`src/rtl/core/hrhf_pkg.sv`:
```
`default_nettype none
// ----------------------------------------------------------------------------
// HTTP request header filter package
// Types, sizes and constants shared by the header filter logic.
// ----------------------------------------------------------------------------
package hrhf_pkg;

    // Store geometry
    localparam int BUF_DEPTH  = 512;
    localparam int FILL_W     = $clog2(BUF_DEPTH);
    localparam int PREFIX_LEN = 21;
    localparam int PFX_W      = $clog2(PREFIX_LEN + 1);

    // Item field widths
    localparam int FUNC_W    = 3;
    localparam int BYTE_W    = 8;
    localparam int IDX_W     = 9;
    localparam int STATUS_W  = 2;
    localparam int LEN_W     = 9;
    localparam int S_TDATA_W = 24;
    localparam int M_TDATA_W = 24;

    localparam logic [BYTE_W-1:0] CHAR_LF = 8'h0A;
    localparam logic [BYTE_W-1:0] CHAR_CR = 8'h0D;

    // First character in the highest byte.
    localparam logic [8*PREFIX_LEN-1:0] AUTH_PREFIX = "Authorization: Basic ";

    typedef enum logic [FUNC_W-1:0] {
        FN_OPEN  = 3'd0,
        FN_DATA  = 3'd1,
        FN_EMPTY = 3'd2,
        FN_CLOSE = 3'd3,
        FN_READ  = 3'd4
    } func_t;

    typedef enum logic [2:0] {
        PH_IDLE    = 3'd0,
        PH_REQLINE = 3'd1,
        PH_HEADERS = 3'd2,
        PH_BODY    = 3'd3,
        PH_DONE    = 3'd4,
        PH_DROPPED = 3'd5
    } phase_t;

    typedef enum logic [STATUS_W-1:0] {
        ST_NONE    = 2'd0,
        ST_COLLECT = 2'd1,
        ST_DONE    = 2'd2,
        ST_DROPPED = 2'd3
    } status_t;

    // Character of the prefix at a line offset; zero past its end.
    function automatic logic [BYTE_W-1:0] prefix_char(input logic [PFX_W-1:0] pos);
        logic [BYTE_W-1:0] ch;
        ch = '0;
        if (int'(pos) < PREFIX_LEN) begin
            ch = AUTH_PREFIX[8*(PREFIX_LEN-1-int'(pos)) +: 8];
        end
        return ch;
    endfunction

endpackage : hrhf_pkg
`default_nettype wire

```
`src/rtl/core/http_request_header_filter.sv`:
```
`default_nettype none
// ----------------------------------------------------------------------------
// HTTP request header filter
// Keeps the request line, "Authorization: Basic " header lines, the blank line
// and first body line of one connection in a byte store; reads bytes by index.
// ----------------------------------------------------------------------------
//  Channel  | Direction | Content
//  s_*      | in        | tuser: func; tdata: data_byte, read_index
//  m_*      | out       | tdata: status, stored_length, read_byte, overflow_seen
//
//  One item per cycle while the output register is free or being emptied; each
//  result, read byte included, is registered and appears in the cycle after its item.
//  The store is written or read at most once per item, so a single port serves both.
//  Reset clears the control state only; the store contents are not cleared.
//  A stalled result holds in the output register; the input side keeps taking
//  items as long as that register is free or being emptied in the same cycle.
// ----------------------------------------------------------------------------
module http_request_header_filter (
    input  wire logic                           aclk,
    input  wire logic                           aresetn,
    input  wire logic                           s_tvalid,
    output logic                                s_tready,
    // [7:0] data_byte, [16:8] read_index, [23:17] zero
    input  wire logic [hrhf_pkg::S_TDATA_W-1:0] s_tdata,
    // [2:0] func
    input  wire logic [hrhf_pkg::FUNC_W-1:0]    s_tuser,
    output logic                                m_tvalid,
    input  wire logic                           m_tready,
    // [1:0] status, [10:2] stored_length, [18:11] read_byte,
    // [19] overflow_seen, [23:20] zero
    output logic [hrhf_pkg::M_TDATA_W-1:0]      m_tdata
);
    import hrhf_pkg::*;

    // Byte store
    logic [BYTE_W-1:0] store_mem [BUF_DEPTH];
    logic [BYTE_W-1:0] rd_data_reg;

    // Control state
    logic [FILL_W-1:0] fill_reg, fill_next;
    logic [FILL_W-1:0] line_start_reg, line_start_next;
    phase_t            phase_reg, phase_next;
    logic              blank_reg, blank_next;
    logic [PFX_W-1:0]  progress_reg, progress_next;
    logic              failed_reg, failed_next;
    logic              ovf_reg, ovf_next;

    // Output register
    logic              out_valid_reg;
    status_t           status_reg, status_next;
    logic [LEN_W-1:0]  len_reg, len_next;
    logic              rd_hit_reg;
    logic              ovf_out_reg;

    // Input decode
    logic                     accept;
    func_t                    func;
    logic [BYTE_W-1:0]        in_byte;
    logic [IDX_W-1:0]         in_idx;
    logic [FILL_W+IDX_W-1:0]  idx_wide;
    logic                     idx_in_range;
    logic [FILL_W-1:0]        rd_addr;
    logic                     collecting;
    logic                     has_room;
    logic [FILL_W-1:0]        line_off;
    logic                     wr_en;
    logic                     rd_en;
    logic [FILL_W+LEN_W-1:0]  len_wide;

    assign s_tready = !out_valid_reg || m_tready;
    assign accept   = s_tvalid && s_tready;
    assign func     = func_t'(s_tuser);
    assign in_byte  = s_tdata[BYTE_W-1:0];
    assign in_idx   = s_tdata[BYTE_W +: IDX_W];

    assign idx_wide     = {{FILL_W{1'b0}}, in_idx};
    assign idx_in_range = idx_wide < (FILL_W+IDX_W)'(BUF_DEPTH);
    assign rd_addr      = idx_wide[FILL_W-1:0];

    assign collecting = (phase_reg == PH_REQLINE) || (phase_reg == PH_HEADERS) ||
                        (phase_reg == PH_BODY);
    assign has_room   = fill_reg < FILL_W'(BUF_DEPTH - 1);
    assign line_off   = fill_reg - line_start_reg;

    assign wr_en = accept && (func == FN_DATA) && collecting && has_room;
    assign rd_en = accept && (func == FN_READ) && idx_in_range;

    // Next value of the parser state for the item at the input.
    always_comb begin
        fill_next       = fill_reg;
        line_start_next = line_start_reg;
        phase_next      = phase_reg;
        blank_next      = blank_reg;
        progress_next   = progress_reg;
        failed_next     = failed_reg;
        ovf_next        = ovf_reg;
        case (func)
            FN_OPEN: begin
                fill_next       = '0;
                line_start_next = '0;
                phase_next      = PH_REQLINE;
                blank_next      = 1'b1;
                progress_next   = '0;
                failed_next     = 1'b0;
                ovf_next        = 1'b0;
            end
            FN_DATA: begin
                if (collecting) begin
                    if (has_room) begin
                        // Incremental match of the prefix on stored header bytes.
                        if (phase_reg == PH_HEADERS && line_off < FILL_W'(PREFIX_LEN)) begin
                            if (!failed_reg &&
                                prefix_char(line_off[PFX_W-1:0]) == in_byte) begin
                                progress_next = progress_reg + PFX_W'(1);
                            end else begin
                                failed_next = 1'b1;
                            end
                        end
                        fill_next = fill_reg + FILL_W'(1);
                    end else begin
                        ovf_next = 1'b1;
                    end
                    if (in_byte == CHAR_LF) begin
                        case (phase_reg)
                            PH_REQLINE: begin
                                phase_next      = PH_HEADERS;
                                line_start_next = fill_next;
                            end
                            PH_HEADERS: begin
                                if (blank_reg) begin
                                    phase_next = PH_BODY;
                                end else if (!failed_next &&
                                             progress_next == PFX_W'(PREFIX_LEN)) begin
                                    line_start_next = fill_next;
                                end else begin
                                    // Drop the header line just seen.
                                    fill_next = line_start_reg;
                                end
                            end
                            PH_BODY: begin
                                line_start_next = fill_next;
                                phase_next = (fill_next != '0) ? PH_DONE : PH_DROPPED;
                            end
                            default: begin
                            end
                        endcase
                        blank_next    = 1'b1;
                        progress_next = '0;
                        failed_next   = 1'b0;
                    end else if (in_byte != CHAR_CR) begin
                        blank_next = 1'b0;
                    end
                end
            end
            FN_EMPTY: begin
                if (phase_reg == PH_BODY) begin
                    phase_next = (fill_reg != '0) ? PH_DONE : PH_DROPPED;
                end
            end
            FN_CLOSE: begin
                if (collecting) begin
                    phase_next = PH_DROPPED;
                end
            end
            default: begin
            end
        endcase
    end

    // Result fields for the item at the input.
    always_comb begin
        case (phase_next)
            PH_IDLE:    status_next = ST_NONE;
            PH_DONE:    status_next = ST_DONE;
            PH_DROPPED: status_next = ST_DROPPED;
            default:    status_next = ST_COLLECT;
        endcase
        len_wide = {{LEN_W{1'b0}}, fill_next};
        len_next = len_wide[LEN_W-1:0];
    end

    always_ff @(posedge aclk) begin
        if (!aresetn) begin
            fill_reg       <= '0;
            line_start_reg <= '0;
            phase_reg      <= PH_IDLE;
            blank_reg      <= 1'b1;
            progress_reg   <= '0;
            failed_reg     <= 1'b0;
            ovf_reg        <= 1'b0;
            out_valid_reg  <= 1'b0;
        end else begin
            if (accept) begin
                fill_reg       <= fill_next;
                line_start_reg <= line_start_next;
                phase_reg      <= phase_next;
                blank_reg      <= blank_next;
                progress_reg   <= progress_next;
                failed_reg     <= failed_next;
                ovf_reg        <= ovf_next;
                out_valid_reg  <= 1'b1;
            end else if (m_tready) begin
                out_valid_reg  <= 1'b0;
            end
        end
    end

    always_ff @(posedge aclk) begin
        if (accept) begin
            status_reg  <= status_next;
            len_reg     <= len_next;
            rd_hit_reg  <= rd_en;
            ovf_out_reg <= ovf_next;
        end
    end

    // Single-port store: at most one write or one registered read per item.
    always_ff @(posedge aclk) begin
        if (wr_en) begin
            store_mem[fill_reg] <= in_byte;
        end
        if (rd_en) begin
            rd_data_reg <= store_mem[rd_addr];
        end
    end

    assign m_tvalid = out_valid_reg;
    assign m_tdata  = {{(M_TDATA_W-STATUS_W-LEN_W-BYTE_W-1){1'b0}},
                       ovf_out_reg,
                       rd_hit_reg ? rd_data_reg : {BYTE_W{1'b0}},
                       len_reg,
                       status_reg};

`ifndef SYNTHESIS
    a_line_start_le_fill: assert property (@(posedge aclk) disable iff (!aresetn)
        line_start_reg <= fill_reg)
        else $error("line start beyond fill point");

    a_progress_bound: assert property (@(posedge aclk) disable iff (!aresetn)
        progress_reg <= PFX_W'(PREFIX_LEN))
        else $error("prefix progress beyond prefix length");

    a_result_follows: assert property (@(posedge aclk) disable iff (!aresetn)
        accept |=> out_valid_reg)
        else $error("accepted item produced no result");

    a_ovf_rise_on_data: assert property (@(posedge aclk) disable iff (!aresetn)
        $rose(ovf_reg) |-> $past(accept && func == FN_DATA))
        else $error("overflow flag set without a data item");

    a_done_nonempty: assert property (@(posedge aclk) disable iff (!aresetn)
        (accept && phase_next == PH_DONE) |-> (fill_next != '0))
        else $error("request complete with empty store");
`endif

endmodule : http_request_header_filter
`default_nettype wire
```
`config.mk`:
```
export PLATFORM = sky130hd
export DESIGN_NAME = http_request_header_filter
export DESIGN_NICKNAME = d
export VERILOG_FILES = /design/src/rtl/core/hrhf_pkg.sv /design/src/rtl/core/http_request_header_filter.sv
export SDC_FILE = /design/constraint.sdc
export NUM_CORES = 2
export LEC_CHECK = 0
export BUFFER_PORTS_ARGS = -buffer_cell sky130_fd_sc_hd__buf_2
export CORE_MARGIN = 3
export CORE_UTILIZATION = 55
export CTS_CLUSTER_SIZE = 40
export DETAILED_ROUTE_END_ITERATION = 10
export PLACE_DENSITY = 0.73
export SETUP_SLACK_MARGIN = 0.4
export SKIP_CTS_REPAIR_TIMING = 1
export SYNTH_ARGS = -nofsm -noshare
export SYNTH_HDL_FRONTEND = slang
export SYNTH_SLANG_ARGS = --single-unit
export TNS_END_PERCENT = 5
```
`constraint.sdc`:
```
create_clock -name aclk -period 8 [get_ports aclk]
set_input_delay 0.8 -clock aclk [delete_from_list [all_inputs] [get_ports aclk]]
set_output_delay 0.8 -clock aclk [all_outputs]
set_load 0.005 [all_outputs]
```
# Yosys cells after proc, flatten, opt, wreduce, memory -nomap -nowiden
# Memory sizes are Yosys's and may differ from the RTL's. A register that Yosys moved wholly into a read port is not among the register bits.
# Index checks and enable logic that the tools add are counted.
# op_classes
add_sub_neg	4
order_cmp	4
eq_ne	18
shifts	1
mux	57
n_reduce_logical	25
# op_table
operator	count
$shiftx A168 B9 Y8 const A	1
$mux W9	11
$pmux W9 S2	3
$mux W8	6
$mux W5	7
$mux W1	18
$reduce_bool A9 Y1	2
$mux W3	5
$eq A3 B2 Y1 const B	4
$pmux W3 S4	1
$lt A9 B10 Y1 const B	1
$pmux W5 S2	1
$add A9 B1 Y9 const B	1
$eq A3 B3 Y1 const B	3
$logic_and A1 B1 Y1	9
$lt A9 B5 Y1 const B	1
$lt A9 B9 Y1 const B	1
$pmux W3 S3	1
$sub A9 B9 Y9	1
$eq A8 B4 Y1 const B	1
$eq A8 B8 Y1	1
$ne A8 B4 Y1 const B	1
$eq A3 B1 Y1 const B	2
$logic_not A3 Y1	2
other kinds (18)	25
# totals
ff_bits	43
ramBits	4096
output_inout_bits	26
memories	1
# mem_list
name	words	word_bits	read_ports	rd_clocked_by_memory_dff	write_ports	line	text
store_mem	512	8	1	1	1	http_request_header_filter.sv:36	logic [BYTE_W-1:0] store_mem [BUF_DEPTH];

# Depth between registers and ports, before layout
# depth
ltp_word	23
ltp_mapped	16

# Least setup slack after synthesis
# No wires, ideal clock.
# synth_path
path_type	in2reg
startpoint	input s_tdata[8] (netlist bit)
endpoint	register rd_data_reg[0] (read register of store_mem) (data pin)
setup_time_ns	0.260
arrival_time_ns	3.957
required_ns	7.740
path_slack_ns	3.783
path_stages	8
cell_sequence	clkbuf_1 > clkbuf_1 > buf_1 > mux4_2 > mux4_2 > mux4_2 > mux4_2 > mux2_2
# synth_via
elab_chain_len	2
# synth_lines
element	line	text
start, declared	http_request_header_filter.sv:24	input wire logic [hrhf_pkg::S_TDATA_W-1:0] s_tdata,
$lt A9 B10 Y1	http_request_header_filter.sv:77	assign idx_in_range = idx_wide < (FILL_W+IDX_W)'(BUF_DEPTH);
$logic_and A1 B1 Y1	http_request_header_filter.sv:86	assign rd_en = accept && (func == FN_READ) && idx_in_range;
end, declared	http_request_header_filter.sv:37	logic [BYTE_W-1:0] rd_data_reg;
# Parallel ways exist; a longest one is shown, timed or not.
# A chain may end at the register's enable or synchronous reset.

# Worst setup path in the final report
# layout_path
startpoint	register fill_reg[0]
endpoint	register len_reg[7] (data pin)
# layout_via
elab_chain_len	23
elab_cells_between_ends	37
cone_classes	add/sub: 3; order compare: 3; eq/ne: 2; shift: 1; mux: 24; reduce/logical: 4
# layout_lines
element	line	text
start, declared	http_request_header_filter.sv:40	logic [FILL_W-1:0] fill_reg, fill_next;
start signal, assigned	http_request_header_filter.sv:194	fill_reg <= fill_next;
$sub A9 B9 Y9	http_request_header_filter.sv:83	assign line_off = fill_reg - line_start_reg;
$sub A5 B5 Y6	hrhf_pkg.sv:58	ch = AUTH_PREFIX[8*(PREFIX_LEN-1-int'(pos)) +: 8];
$shiftx A168 B9 Y8	hrhf_pkg.sv:58	
$mux W8	hrhf_pkg.sv:57	if (int'(pos) < PREFIX_LEN) begin
$mux W8	http_request_header_filter.sv:111	if (phase_reg == PH_HEADERS && line_off < FILL_W'(PREFIX_LEN)) begin
$mux W8	http_request_header_filter.sv:109	if (has_room) begin
$mux W8	http_request_header_filter.sv:108	if (collecting) begin
$mux W8	http_request_header_filter.sv:97	case (func)
[... 8 more ...]	--	
$logic_and A1 B1 Y1	http_request_header_filter.sv:132	end else if (!failed_next &&
$mux W9	http_request_header_filter.sv:132	
$mux W9	http_request_header_filter.sv:130	if (blank_reg) begin
$mux W9	http_request_header_filter.sv:124	case (phase_reg)
$mux W9 *	http_request_header_filter.sv:123	if (in_byte == CHAR_LF) begin
$mux W9 *	http_request_header_filter.sv:108	
$pmux W9 S2 *	http_request_header_filter.sv:97	
named net fill_next[7]	http_request_header_filter.sv:40	
end signal, assigned	http_request_header_filter.sv:211	len_reg <= len_next;
end, declared	http_request_header_filter.sv:51	logic [LEN_W-1:0] len_reg, len_next;
# Mark *: on every way through the listed nets, which the timed path passes. The rest lies on a longest branch. The select of a mux whose other input is x is not followed.

==> reports/qor.txt <==
Avg Cell Area, Syn = 23.2 um2
vias in the first global route = 76000
final worst slack = 3130 ps
WL final = 372 mm
top-area cell type share of the netlist area = 76.4%
Final nets = 7168
Overall Power = 44.2 mW
slowest library cell on the worst path = nor3_1
critical path's largest stage delay = 520 ps
Fin. Hold Viols = 0
most common cell after layout, fill and taps aside = edfxtp_1
Worst EP required = 8690 ps
status = completed
total CTS buffers = 402
HPWL Detailed = 214 mm
area taken by multi-input logic gates = 36100 um2
GRT overflow = 0
DR vias = 75400
CORE AREA = 292000 um2
DR pass1 iterations = 6
max reg flops = 4096
routed len/inst = 32.8 um
FF+latch count, synth = 4147
Lkg Pwr = 54.4 nW
Fin Clk Skew = 42.4 ps
Hold WS = 119 ps
commonest cells after routing, fill and taps aside = edfxtp_1, mux4_2, nor2_1
final setup vio count = 0
std cell rows = 198
global-route wire length before repair = 546 mm
CTS max path bufs = 4
Layout area overhead = 10.9%
mapped cell area = 162000 um2
worst-margin pin slew = 1280 ps
Crit Path Class = reg -> reg
Sink Count = 4147
io pins = 57
peak supply drop = 0.207 mV
Fill cells = 19200
vias per inst = 6.64
Arrival @ worst endpoint = 5560 ps
clock root buffer = clkbuf_16
largest net degree at the start of global routing = 222
Final Slew Violations = 0
delay-heaviest family, CP = simple AND/OR/NAND/NOR gates
most common flop cell mapped by yosys = edfxtp_1
share of cells above drive strength 1 = 28.6%
port buffer count = 45
crit end category = flip-flop
CP Cell Sequence = inv_1 -> ha_1 -> fa_1 -> xor2_2 -> nor2_1 -> nor3_1 -> o211ai_1 -> a2111oi_4 -> nor2_1 -> nand3b_1 -> nand2_1 -> nor2_1 -> a21oi_1 -> a211oi_1
P per Cell Area = 247 nW/um2
die area = 301000 um2
Worst-Skew Late Latency = 950 ps
total negative slack = 0 ps
initial antenna violation count = 17
TritonCTS clock tree = done
post-route insts no fill = 11300
Syn. warnings = 0
Mapped Cells = 6974
Final Cycle Share = 60.9%
DR iter-0 viols = 10700
Max-slew headroom = 13.8%
Post-DP Area = 167000 um2
CTS clk-pin slew, worst paths = 60 ps
Setup WS pre-CTS = 2850 ps
Max Cap Viol = 0
CP Launch Type = flip-flop
Post-DRT Antenna Nets = 0
Starting Density = 55.4%
design area = 179000 um2
Seq/Total Area, Yosys = 76.8%
ys async rst share = 0%
critical-path maximum fanout = 19
unrepaired setup endpoints after global routing = no
Register Area = 124000 um2
width of the die = 548 um
number of remaining DRC errors = 0
Cells after DPL = 10600
Biggest register = store_mem
htree depth = 5
GRT Total Usage = 24.9%
Final Util = 61.5%
cell taking the most area after synthesis = edfxtp_1
Final Wtd Congestion = 0.872
Die Y = 548 um
Max Fclk = 205 MHz
CP bufs+invs = 1
Hold Path Class = in -> reg
crit path time final = 4870 ps
CP most frequent cell = nor2_1
Synth area leaders = edfxtp_1, mux4_2, nor2_1
EDFF count, synth = 4117
count of different cell masters after synthesis = 89
## layer usage
layer	global-route usage, %	part of all wire [%]
met1	36.2	38
met2	39.6	49
met3	4.66	9.4
met4	6.82	3.0
met5	0	0.011
## layout make-up
class / count / share of cell area (%)
inverters: 27 / 0.0565
clock buffers: 479 / 5.82
clock inverters: 245 / 1.21
flip-flops and latches: 4147 / 69.2
multi-input cells: 2387 / 20.1
diodes: 5 / 0.00697
well taps: 3900 / 2.72
repair buffers: 157 / 0.883
## path summary, 6_finish.rpt
kind | start | to | slack (ps) | cells after the start
min reg2reg | ovf_reg | ovf_reg | 480 | 2
max | fill_reg[0] | len_reg[7] | 3130 | 14
max reg2reg | fill_reg[0] | len_reg[7] | 3130 | 14
min | s_tvalid | m_tvalid | 120 | 3
## worst min-delay path, delay by kind of cell
kind / cells / cell delay (ps)
AOI/OAI and AO/OA: 1 / 60
buffers and inverters: 2 / 140
## cells in the mapped netlist (all sizes together), types with 4 or more instances
cell       n
xor2       9
o22ai     12
dfxtp     30
clkbuf   293
mux4    1360
inv       26
nand2b    14
and3       7
xnor2     12
or2        8
o21ai     49
buf      123
a21boi     5
nor3b      5
and2      15
ha        14
nand2    104
mux2i      7
a211oi     7
a31oi      4
nor3      20
nor2b     13
nand4      5
o211ai     7
nand3     44
edfxtp  4117
nor2     558
mux2       9
a21oi     25
## cells by family after synthesis
group           after synthesis  share of synthesized area (%)
flops                      4147                           76.8
mux                        1376                           19.0
simple gates                812                           2.13
buf+inv                     443                           1.07
compound gates              159                          0.703
xor+xnor                     21                          0.144
fa+ha+maj                    15                          0.121
other cells                   1                        0.00232
## power breakdown
group	switching, mW	internal [mW]
Combinational	1.20	0.829
Sequential	0.00570	23.9
Clock	7.96	10.4
Power figures use the tool's default switching activity.
